`config.mk`:
```
export PLATFORM = sky130hd
export DESIGN_NAME = http_basic_auth_header_check
export DESIGN_NICKNAME = d
export VERILOG_FILES = /design/src/rtl/core/hbac_pkg.sv /design/src/rtl/core/http_basic_auth_header_check.sv /design/src/rtl/core/hbac_cfg.sv /design/src/rtl/core/hbac_scan.sv /design/src/rtl/core/hbac_out.sv
export SDC_FILE = /design/constraint.sdc
export NUM_CORES = 1
export LEC_CHECK = 0
export BUFFER_PORTS_ARGS = -buffer_cell sky130_fd_sc_hd__buf_2
export CAP_MARGIN = 10
export CORE_MARGIN = 2
export CORE_UTILIZATION = 25
export CTS_BUF_LIST = sky130_fd_sc_hd__clkbuf_2
export DETAILED_ROUTE_END_ITERATION = 8
export GPL_ROUTABILITY_DRIVEN = 0
export GPL_TIMING_DRIVEN = 0
export PLACE_DENSITY = 0.45
export SYNTH_ARGS = -nofsm -noshare
export SYNTH_HDL_FRONTEND = slang
export SYNTH_SLANG_ARGS = --single-unit
```
`constraint.sdc`:
```
create_clock -name clk -period 5.6 [get_ports clk]
set_clock_uncertainty 0.05 [all_clocks]
set_input_delay 0.56 -clock clk [delete_from_list [all_inputs] [get_ports clk]]
set_output_delay 0.56 -clock clk [all_outputs]
set_load 0.05 [all_outputs]
```
`src/rtl/core/hbac_pkg.sv`:
```
// ----------------------------------------------------------------------------
// hbac_pkg
// Shared types, constants and byte-scan functions for the Authorization
// header checker.
// ----------------------------------------------------------------------------
package hbac_pkg;

  localparam int MAX_CRED_BYTES = 32;
  localparam int CRED_BITS      = MAX_CRED_BYTES * 8;
  localparam int CRED_IDX_W     = $clog2(MAX_CRED_BYTES);
  localparam int WORD_BITS      = 64;

  localparam logic [3:0] AUTH_LEN     = 4'd13;
  localparam logic [5:0] CRED_LEN_RST = 6'd28;

  localparam logic [7:0] CH_CR    = 8'h0D;
  localparam logic [7:0] CH_LF    = 8'h0A;
  localparam logic [7:0] CH_COLON = 8'h3A;
  localparam logic [7:0] CH_SPACE = 8'h20;

  typedef enum logic [1:0] {
    OP_START = 2'd0,
    OP_DATA  = 2'd1,
    OP_CLOSE = 2'd2
  } op_t;

  typedef enum logic [2:0] {
    CFG_CRED_LEN = 3'd0,
    CFG_WORD_0   = 3'd1,
    CFG_WORD_1   = 3'd2,
    CFG_WORD_2   = 3'd3,
    CFG_WORD_3   = 3'd4
  } cfg_idx_t;

  typedef enum logic [2:0] {
    PH_NAME   = 3'd0,
    PH_LEAD   = 3'd1,
    PH_SCHEME = 3'd2,
    PH_MID    = 3'd3,
    PH_CRED   = 3'd4
  } phase_t;

  typedef struct packed {
    phase_t     phase;
    logic [3:0] name_idx;
    logic       name_ok;
    logic       line_empty;
    logic [5:0] cred_idx;
    logic       cred_ok;
  } line_t;

  typedef struct packed {
    logic valid;
    logic authorized;
    logic header_seen;
  } result_t;

  localparam line_t LINE_CLR = '{
    phase: PH_NAME, name_idx: 4'd0, name_ok: 1'b1,
    line_empty: 1'b1, cred_idx: 6'd0, cred_ok: 1'b1
  };

  function automatic logic [7:0] auth_char(input logic [3:0] idx);
    logic [7:0] c;
    unique case (idx)
      4'd0:    c = "A";
      4'd1:    c = "u";
      4'd2:    c = "t";
      4'd3:    c = "h";
      4'd4:    c = "o";
      4'd5:    c = "r";
      4'd6:    c = "i";
      4'd7:    c = "z";
      4'd8:    c = "a";
      4'd9:    c = "t";
      4'd10:   c = "i";
      4'd11:   c = "o";
      4'd12:   c = "n";
      default: c = 8'h00;
    endcase
    return c;
  endfunction

  function automatic line_t cred_step(input line_t s, input logic [7:0] b,
                                      input logic [5:0] len,
                                      input logic [CRED_BITS-1:0] cred);
    line_t      r;
    logic [7:0] exp_b;
    r     = s;
    exp_b = cred[{s.cred_idx[CRED_IDX_W-1:0], 3'b000} +: 8];
    if (s.cred_ok) begin
      if (s.cred_idx < len && s.cred_idx < 6'(MAX_CRED_BYTES) && b == exp_b) begin
        r.cred_idx = s.cred_idx + 6'd1;
      end else begin
        r.cred_ok = 1'b0;
      end
    end
    return r;
  endfunction

  function automatic line_t feed(input line_t s, input logic [7:0] b,
                                 input logic [5:0] len,
                                 input logic [CRED_BITS-1:0] cred);
    line_t r;
    r = s;
    r.line_empty = 1'b0;
    unique case (s.phase)
      PH_NAME: begin
        if (b == CH_COLON) begin
          r.phase = PH_LEAD;
        end else if (s.name_ok && s.name_idx < AUTH_LEN && b == auth_char(s.name_idx)) begin
          r.name_idx = s.name_idx + 4'd1;
        end else begin
          r.name_ok = 1'b0;
        end
      end
      PH_LEAD: begin
        if (b != CH_SPACE) r.phase = PH_SCHEME;
      end
      PH_SCHEME: begin
        if (b == CH_SPACE) r.phase = PH_MID;
      end
      PH_MID: begin
        if (b != CH_SPACE) begin
          r = cred_step(r, b, len, cred);
          r.phase = PH_CRED;
        end
      end
      default: r = cred_step(r, b, len, cred);
    endcase
    return r;
  endfunction

endpackage

```
`src/rtl/core/http_basic_auth_header_check.sv`:
```
// ----------------------------------------------------------------------------
// http_basic_auth_header_check
// Path: an accepted word waits in the input register, and its verdict is then
// registered in the output register, from which it leaves.
// Throughput: one word per cycle; the input register and the verdict
// register hold only while the output is stalled.
// Reset: synchronous, active low; scan state starts as a fresh connection,
// credential length 28 and credential bytes zero.
// ----------------------------------------------------------------------------
module http_basic_auth_header_check
  import hbac_pkg::*;
(
  input  logic                 clk,
  input  logic                 rst_n,
  input  logic                 in_valid,
  output logic                 in_stall,
  input  logic [1:0]           in_op,
  input  logic [7:0]           in_data_byte,
  output logic                 out_valid,
  input  logic                 out_stall,
  output logic                 out_authorized,
  output logic                 out_header_seen,
  input  logic                 cfg_valid,
  output logic                 cfg_ready,
  input  logic [2:0]           cfg_index,
  input  logic [WORD_BITS-1:0] cfg_data
);

  logic [5:0]           cred_len;
  logic [CRED_BITS-1:0] cred;
  logic                 res_room;
  result_t              res;

  assign cfg_ready = 1'b1;

  hbac_cfg u_cfg (
    .clk      (clk),
    .rst_n    (rst_n),
    .wr_en    (cfg_valid && cfg_ready),
    .wr_index (cfg_index),
    .wr_data  (cfg_data),
    .cred_len (cred_len),
    .cred     (cred)
  );

  hbac_scan u_scan (
    .clk          (clk),
    .rst_n        (rst_n),
    .in_valid     (in_valid),
    .in_stall     (in_stall),
    .in_op        (in_op),
    .in_data_byte (in_data_byte),
    .cred_len     (cred_len),
    .cred         (cred),
    .res_room     (res_room),
    .res          (res)
  );

  hbac_out u_out (
    .clk             (clk),
    .rst_n           (rst_n),
    .res             (res),
    .res_room        (res_room),
    .out_valid       (out_valid),
    .out_stall       (out_stall),
    .out_authorized  (out_authorized),
    .out_header_seen (out_header_seen)
  );

endmodule

```
`src/rtl/core/hbac_cfg.sv`:
```
// ----------------------------------------------------------------------------
// hbac_cfg
// Credential length and credential word registers.
// ----------------------------------------------------------------------------
module hbac_cfg
  import hbac_pkg::*;
(
  input  logic                 clk,
  input  logic                 rst_n,
  input  logic                 wr_en,
  input  logic [2:0]           wr_index,
  input  logic [WORD_BITS-1:0] wr_data,
  output logic [5:0]           cred_len,
  output logic [CRED_BITS-1:0] cred
);

  logic [5:0]           cred_len_r;
  logic [CRED_BITS-1:0] cred_r;

  always_ff @(posedge clk) begin
    if (!rst_n) begin
      cred_len_r <= CRED_LEN_RST;
      cred_r     <= '0;
    end else if (wr_en) begin
      unique case (wr_index)
        CFG_CRED_LEN: cred_len_r <= wr_data[5:0];
        CFG_WORD_0:   cred_r[0*WORD_BITS +: WORD_BITS] <= wr_data;
        CFG_WORD_1:   cred_r[1*WORD_BITS +: WORD_BITS] <= wr_data;
        CFG_WORD_2:   cred_r[2*WORD_BITS +: WORD_BITS] <= wr_data;
        CFG_WORD_3:   cred_r[3*WORD_BITS +: WORD_BITS] <= wr_data;
        default:      ;
      endcase
    end
  end

  assign cred_len = cred_len_r;
  assign cred     = cred_r;

endmodule

```
`src/rtl/core/hbac_scan.sv`:
```
// ----------------------------------------------------------------------------
// hbac_scan
// Input word register and per-connection scan state; one word per cycle while the verdict register has room.
// ----------------------------------------------------------------------------
module hbac_scan
  import hbac_pkg::*;
(
  input  logic                 clk,
  input  logic                 rst_n,
  input  logic                 in_valid,
  output logic                 in_stall,
  input  logic [1:0]           in_op,
  input  logic [7:0]           in_data_byte,
  input  logic [5:0]           cred_len,
  input  logic [CRED_BITS-1:0] cred,
  input  logic                 res_room,
  output result_t              res
);

  logic       stg_valid_r, stg_valid_nxt;
  logic [1:0] stg_op_r;
  logic [7:0] stg_byte_r;
  logic       go;

  line_t line_r, line_nxt;
  logic  cr_pend_r, cr_pend_nxt;
  logic  hdr_r, hdr_nxt;
  logic  vok_r, vok_nxt;
  logic  fin_r, fin_nxt;
  line_t lt;

  assign go            = stg_valid_r && res_room;
  assign in_stall      = stg_valid_r && !res_room;
  assign stg_valid_nxt = in_valid || (stg_valid_r && !go);

  always_ff @(posedge clk) begin
    if (!rst_n) begin
      stg_valid_r <= 1'b0;
    end else begin
      stg_valid_r <= stg_valid_nxt;
    end
  end

  always_ff @(posedge clk) begin
    if (in_valid && !in_stall) begin
      stg_op_r   <= in_op;
      stg_byte_r <= in_data_byte;
    end
  end

  always_comb begin
    line_nxt    = line_r;
    cr_pend_nxt = cr_pend_r;
    hdr_nxt     = hdr_r;
    vok_nxt     = vok_r;
    fin_nxt     = fin_r;
    res         = '0;
    lt          = line_r;
    if (go) begin
      unique case (stg_op_r)
        OP_START: begin
          line_nxt    = LINE_CLR;
          cr_pend_nxt = 1'b0;
          hdr_nxt     = 1'b0;
          vok_nxt     = 1'b0;
          fin_nxt     = 1'b0;
        end
        OP_CLOSE: begin
          if (!fin_r) begin
            fin_nxt         = 1'b1;
            res.valid       = 1'b1;
            res.authorized  = hdr_r && vok_r;
            res.header_seen = hdr_r;
          end
        end
        OP_DATA: begin
          if (!fin_r) begin
            if (cr_pend_r && stg_byte_r == CH_LF) begin
              cr_pend_nxt = 1'b0;
              if (line_r.line_empty) begin
                fin_nxt         = 1'b1;
                res.valid       = 1'b1;
                res.authorized  = hdr_r && vok_r;
                res.header_seen = hdr_r;
              end else begin
                if (!hdr_r && line_r.name_ok && line_r.name_idx == AUTH_LEN) begin
                  hdr_nxt = 1'b1;
                  vok_nxt = line_r.cred_ok && line_r.cred_idx == cred_len;
                end
                line_nxt = LINE_CLR;
              end
            end else begin
              // a CR not followed by LF is plain data
              if (cr_pend_r) lt = feed(line_r, CH_CR, cred_len, cred);
              if (stg_byte_r == CH_CR) begin
                cr_pend_nxt = 1'b1;
                line_nxt    = lt;
              end else begin
                cr_pend_nxt = 1'b0;
                line_nxt    = feed(lt, stg_byte_r, cred_len, cred);
              end
            end
          end
        end
        default: ;
      endcase
    end
  end

  always_ff @(posedge clk) begin
    if (!rst_n) begin
      line_r    <= LINE_CLR;
      cr_pend_r <= 1'b0;
      hdr_r     <= 1'b0;
      vok_r     <= 1'b0;
      fin_r     <= 1'b0;
    end else begin
      line_r    <= line_nxt;
      cr_pend_r <= cr_pend_nxt;
      hdr_r     <= hdr_nxt;
      vok_r     <= vok_nxt;
      fin_r     <= fin_nxt;
    end
  end

endmodule

```
`src/rtl/core/hbac_out.sv`:
```
// ----------------------------------------------------------------------------
// hbac_out
// Verdict output register.
// ----------------------------------------------------------------------------
module hbac_out
  import hbac_pkg::*;
(
  input  logic    clk,
  input  logic    rst_n,
  input  result_t res,
  output logic    res_room,
  output logic    out_valid,
  input  logic    out_stall,
  output logic    out_authorized,
  output logic    out_header_seen
);

  logic out_valid_r, out_valid_nxt;
  logic auth_r;
  logic seen_r;

  assign res_room      = !out_valid_r || !out_stall;
  assign out_valid_nxt = res.valid || (out_valid_r && out_stall);

  always_ff @(posedge clk) begin
    if (!rst_n) begin
      out_valid_r <= 1'b0;
    end else begin
      out_valid_r <= out_valid_nxt;
    end
  end

  always_ff @(posedge clk) begin
    if (res.valid) begin
      auth_r <= res.authorized;
      seen_r <= res.header_seen;
    end
  end

  assign out_valid       = out_valid_r;
  assign out_authorized  = auth_r;
  assign out_header_seen = seen_r;

endmodule

```
Word level (Yosys, flattened, before mapping) --
Memories as Yosys holds them, arrays and structs flattened. A register that Yosys moved wholly into a read port is not among the register bits. Index checks and enable logic that the tools add are counted. Widths: inputs -> output; s select.
Word-level totals: register bits after elaboration 296, latch bits 0, RAM bits 0, memory bits (read-only) 224, output and inout bits 5, word-level logic and storage cells 179, memories 2
Memories:
- (name not given) | words 16, width 7, rd ports 1, clocked after memory_dff 1, write ports 0, line hbac_pkg.sv:65 | unique case (idx)
- (name not given) | words 16, width 7, rd ports 1, clocked after memory_dff 0, write ports 0, line hbac_pkg.sv:65
Cells by class: $add $sub $neg 4, $mul 0, div/mod/pow operators 0, order comparisons 6, equality and inequality tests 29, shift operators 2, multiplexer cells 70, bitwise gates (word level) 0, reductions and logical operators 45
Operators with widths (number):
- $shiftx 256x9->8 | 2
- $mux 16 | 10
- $mux 8 | 13
- $pmux 16 s2 | 1
- $mux 3 | 8
- $mux 7 | 3
- $eq 3x2->1 const B | 6
- $logic_and 1x1->1 | 18
- $mux 1 | 18
- $eq 4x8->1 const A | 2
- $eq 8x4->1 const B | 2
- $eq 8x6->1 const B | 2
- $eq 8x8->1 | 2
- $mux 4 | 4
- $pmux 8 s2 | 1
- $add 6x1->6 const B | 2
- $lt 6x6->1 | 2
- $lt 6x6->1 const B | 2
- $mux 6 | 2
- $pmux 3 s2 | 2
- $pmux 3 s4 | 1
- $reduce_and 2->1 | 6
- $mux 5 | 2
- $pmux 5 s2 | 1
- 25 further kinds | 44

Depth between registers and ports, before layout --
An unclocked memory read counts as a cell.
word-level depth 35, depth in mapped cells 24, gate-level depth less buffers 21

Hierarchy --
Synthesis repeated with hierarchy kept, for this count alone.
Second synthesis, totals: cells, all modules 2026, area total of the unflattened synthesis 18078.6 um^2
Modules (own cells, without submodules):
- hbac_cfg | instances 1, cells an instance 923, area an instance 9599.2 um^2, sequential area each 5245.0 um^2
- hbac_scan | instances 1, cells an instance 1095, area an instance 8373.0 um^2, sequential area each 860.8 um^2
- hbac_out | instances 1, cells an instance 6, area an instance 95.1 um^2, sequential area each 80.1 um^2
- http_basic_auth_header_check | instances 1, cells an instance 2, area an instance 11.3 um^2, sequential area each 0.0 um^2

Worst setup path after synthesis --
OpenSTA, ideal clock, no wires.
path kind reg2reg, from reg u_scan.line_r[1] (netlist bit), to reg u_scan.line_r[6] (netlist bit), library setup time 0.070 ns, data arrival time 5.117 ns, data required time 5.480 ns, setup slack 0.363 ns, stages on the path, launching flop included 23, period minus slack after synthesis 5.237 ns, cells stage by stage dfxtp_1 buf_2 buf_4 inv_1 clkbuf_1 ha_1 inv_1 a21oi_1 nor2_1 nor4_1 clkbuf_1 nand4_1 xnor2_1 inv_1 ha_1 a21o_1 a211o_1 nor3b_1 mux2_2 nand4_1 or3_1 or3_1 a21boi_1
Between the ends: cells in the longest elaborated chain, start to end 22
RTL lines:
- start: declaration | line hbac_scan.sv:25 | line_t line_r, line_nxt;
- start signal: assignment | line hbac_scan.sv:118 | line_r <= line_nxt;
- $shiftx 256x9->8 or $lt 6x6->1 (tied branches) | line hbac_pkg.sv:90, hbac_pkg.sv:92
- $eq 4x8->1 or $logic_and 1x1->1 (tied branches) | line hbac_pkg.sv:92 | if (s.cred_idx < len && s.cred_idx < 6'(MAX_CRED_BYTES) && b == exp_b) begin
- $logic_and 1x1->1 | line hbac_pkg.sv:92
- $mux 6 | line hbac_pkg.sv:92
- $mux 7 | line hbac_pkg.sv:91 | if (s.cred_ok) begin
- $mux 7
- $mux 16 * | line hbac_scan.sv:94 | if (cr_pend_r) lt = feed(line_r, CH_CR, cred_len, cred);
- $mux 16 * | line hbac_scan.sv:78 | if (cr_pend_r && stg_byte_r == CH_LF) begin
- [6 not listed]
- $mux 6 | line hbac_pkg.sv:92
- $mux 7 | line hbac_pkg.sv:91
- $mux 16 | line hbac_pkg.sv:124 | if (b != CH_SPACE) begin
- $pmux 8 s2 | line hbac_pkg.sv:107 | unique case (s.phase)
- $mux 16 * | line hbac_scan.sv:95 | if (stg_byte_r == CH_CR) begin
- $mux 16 * | line hbac_scan.sv:78
- $mux 16 * | line hbac_scan.sv:77 | if (!fin_r) begin
- $pmux 16 s2 * | line hbac_scan.sv:60 | unique case (stg_op_r)
Mark *: on every way between the ends. The rest lies on a longest branch, timed or not. The select of a mux whose other input is x is not followed. A chain may end at the register's enable or synchronous reset.

Worst setup path after layout --
from reg u_scan.line_r[2] (netlist bit), to reg u_scan.line_r[6] (netlist bit)
The elaborated chain is that of the path after synthesis.

==> results.md <==
- H-Tree Depth: 3
- HPWL Detailed: just over 60000 µm
- DRC violations left: 12
- Synth top area share: 0.353
- Critical Path Slowest Stage Cell: dfxtp_1
- Crit end category: flop
- IO Port Bufs: slightly above 80
- Initial DRC count: around 2000
- Worst slew margin: 0.106
- Status: complete, but fails checks
- Crit share post-route: 1.01
- Post-synthesis average cell area: about 7.9 µm²
- Final core occ: 0.319
- Final ANT Viol Nets: 0
- Final Hold Fails: 0
- Post-layout minimum cycle time: about 5.7 ns
- Net Count, Synth: 2203
- Clock sinks: between 300 and 400
- Peak Freq: between 150 and 200 MHz
- CP max stage delay: 0.54 ns
- Post-synth top area cell: dfxtp_1
- Post-Synthesis Cells: 2089
- Die area: 0.0682 mm²
- Worst-path fanout max: 10
- First-pass GRT wire length: 116000 µm
- Vias/cell: approximately 5.4
- Hold WC Path Type: in2reg
- Initial antenna violation count: 2
- Final WL: ~81000 µm
- Flops & latches, synth: approximately 300
- CTS tree: done
- Total of max-cap violations: 0
- Die W: about 260 µm
- DR pass1 iterations: 9
- Initial Util: 0.252
- Synth unique cells: 94
- Root Driver: clkbuf_2
- Top FF cell, synth: dfxtp_1
- Post-DR wirelength/cell: 24.5 µm
- Area delta synth->final: 26.8%
- Pwr/cell area: between 200 and 250 mW/mm²
- EDFF count, synth: 12
- VDD IR max: between 0.1 and 0.15 mV
- Setup WS post-layout: -0.0663 ns
- Clk buf depth: 3
- Share of layout cells above drive strength 1: 0.180
- Vias in the first global route: 17143
- Yosys warning total: 0
- Failing checks: design-rule violations, negative setup slack
- CORE AREA: about 0.066 mm²
- Synth top area cells: dfxtp_1 35%, nand2_1 14%, a21boi_0 12%
- Setup CP Type: reg2reg
- Die span in y: ~260 µm
- Worst slew pin tran: 1.34 ns
- Clock transition at path regs: approximately 0.09 ns
- Num rows: 94
- Post-synth ARST share: 0
- Total CTS buffers: 85
- GRT overflow: 0
- Worst EP arrival: around 6.6 ns
- Sequential area share after synthesis: 0.374
- Crit-path cells: buf_6 -> buf_4 -> nand4b_1 -> a32oi_1 -> and3_1 -> o22a_1 -> buf_4 -> nand4_1 -> nand2_1 -> clkbuf_1 -> a22o_1 -> o211ai_1 -> o2bb2ai_1 -> o21a_1 -> nor2_1 -> o2111ai_4 -> or3_4 -> or3_1 -> a21boi_1
- DR vias: 17896
- Crit path top cell by count: buf_4
- Final setup viols: 3
- Layout fillers: a little over 7000
- Setup TNS Final: -0.129 ns
- Mapped cell area: roughly 0.017 mm²
- WP data required: 6.58 ns
- Boundary pin count: 87
- Total Routing Usage GR: 0.234
- Pleak: 7.18 nW
- Fin. max-slew vios: 0
- Layout Nets: roughly 2500
- Largest net degree at the start of global routing: 14
- Worst-Skew Late Latency: 1.20 ns
- CP Launch Type: flop
[layout make-up]
| type | instances | area [µm²] | area share |
|---|---|---|---|
| multi-input combinational | 1601 | 10300 | 0.490 |
| sequential | 303 | 6190 | 0.296 |
| buffer | 142 | 743 | 0.0355 |
| inverter | 41 | 171 | 0.00818 |
| clock inverter | 19 | 145 | 0.00693 |
| clock buffer | 129 | 646 | 0.0308 |
| timing repair buffer | 222 | 1700 | 0.0810 |
| tap | 864 | 1080 | 0.0516 |
| antenna | 5 | 12.5 | 0.000597 |
[per-stage QoR]
| step | cell area [µm²] | std cells | power [mW] | hold slack (ns) | setup slack [ns] |
|---|---|---|---|---|---|
| global placement | 18000 | 3035 | 2.62 | 0.412 | -2.83 |
| finish | 20900 | 3326 | 4.36 | 0.128 | -0.0663 |
| detailed placement | 18100 | 3039 | 2.63 | 0.418 | -2.18 |
| CTS | 20400 | 3290 | 4.41 | 0.0171 | -0.0174 |
| global route | 20900 | 3326 | 4.56 | 0.000941 | -0.0293 |
| floorplan | 16500 | 2089 | 2.45 | 0.389 | 0.363 |
[state kept, by name (all words and copies together), names as in the netlist, named ones only]
register,count
u_cfg.cred,256
u_cfg.cred_len,6
u_scan.stg_byte_r,8
u_out.out_header_seen,1
u_out.out_authorized,1
u_scan.stg_op_r,2
u_scan.stg_valid_r,1
u_scan.hdr_r,1
u_scan.vok_r,1
u_scan.line_r,16
u_scan.fin_r,1
u_scan.cr_pend_r,1
u_out.out_valid,1
[critical path, delay by kind of cell, from the launching register on]
family,cells,cell delay (ns)
buffers and inverters,4,1.28
and+or+nand+nor,7,1.97
DFF,1,0.54
AOI/OAI and AO/OA,8,1.75
[kinds of logic (layout without fill, tap and decap cells)]
kind of cell,after synthesis,after routing,synth area share
flip-flops,303,303,0.374
adder cells (fa/ha/maj),32,32,0.0242
AO/OA/AOI/OAI,552,552,0.249
other,1,6,0.000227
buffers and inverters,185,553,0.0459
XOR/XNOR,25,25,0.0133
multiplexers,59,59,0.0389
AND/OR/NAND/NOR,932,932,0.255
[synthesized netlist by cell type, types with 12 or more instances]
library cell	count
a21boi_0	267
a21oi_1	38
a221oi_1	15
a22oi_1	14
a31oi_1	21
and3_1	12
buf_2	13
clkbuf_1	116
dfxtp_1	291
edfxtp_1	12
ha_1	32
inv_1	38
mux2_2	12
mux2i_1	44
nand2_1	624
nand3_1	59
nand4_1	26
nand4b_1	13
nor2_1	48
nor2b_1	15
nor3_1	39
nor4_1	19
o21ai_0	45
o221ai_1	18
o22ai_1	17
xnor2_1	16
[layer usage]
layer,vias up,wire [µm],global-route usage
li1,8081,-,-
met1,8578,33500,0.296
met2,970,34100,0.350
met3,267,8180,0.0687
met4,0,5590,0.140
met5,-,0,0
[power breakdown]
group / switching, mW / leakage (nW) / total [mW] / internal, mW
clock: 1.02 / 0.603 / 1.72 / 0.706
sequential: 0.0626 / 2.47 / 2.28 / 2.21
combinational: 0.212 / 4.11 / 0.360 / 0.148
[placed cells by master (no fill, tap or decap), types with 9 or more instances in the layout]
master	n
nand4b_1	13
mux2i_1	37
ha_1	32
clkbuf_1	99
o22ai_1	15
a221oi_1	10
nand4_1	26
mux2_2	12
nand3_1	59
clkbuf_2	137
nor2b_1	15
dfxtp_1	289
buf_2	88
xnor2_1	12
a21oi_1	36
inv_1	35
buf_4	58
nor4_1	15
a22oi_1	14
clkbuf_4	9
nand2_1	616
o221ai_1	13
nor2_1	45
a21boi_0	267
a31oi_1	15
nor3_1	35
edfxtp_1	12
o21ai_0	40
xor2_1	9
and3_1	11
dlygate4sd3_1	83
clkinv_1	11
and2_1	9
[final timing paths]
path / startpoint / end / slack [ns] / cells after the start
setup / recovery: u_scan.line_r[2] / u_scan.line_r[6] / -0.07 / 19
hold / removal: in_op[1] / u_scan.stg_op_r[1] / 0.13 / 2
setup reg to reg: u_scan.line_r[2] / u_scan.line_r[6] / -0.07 / 19
hold reg to reg: u_cfg.cred_len[1] / u_cfg.cred_len[1] / 0.43 / 2
[what timing repair did]
action,4_1_cts,5_1_grt
setup buffers,22,30
pin swaps,16,23
gates cloned,0,1
hold endpoints to repair,298,0
endpoints found under the setup margin,14,14
hold buffers,83,0
resized for setup,118,75
No activity file was read; power rests on OpenSTA's default activity.
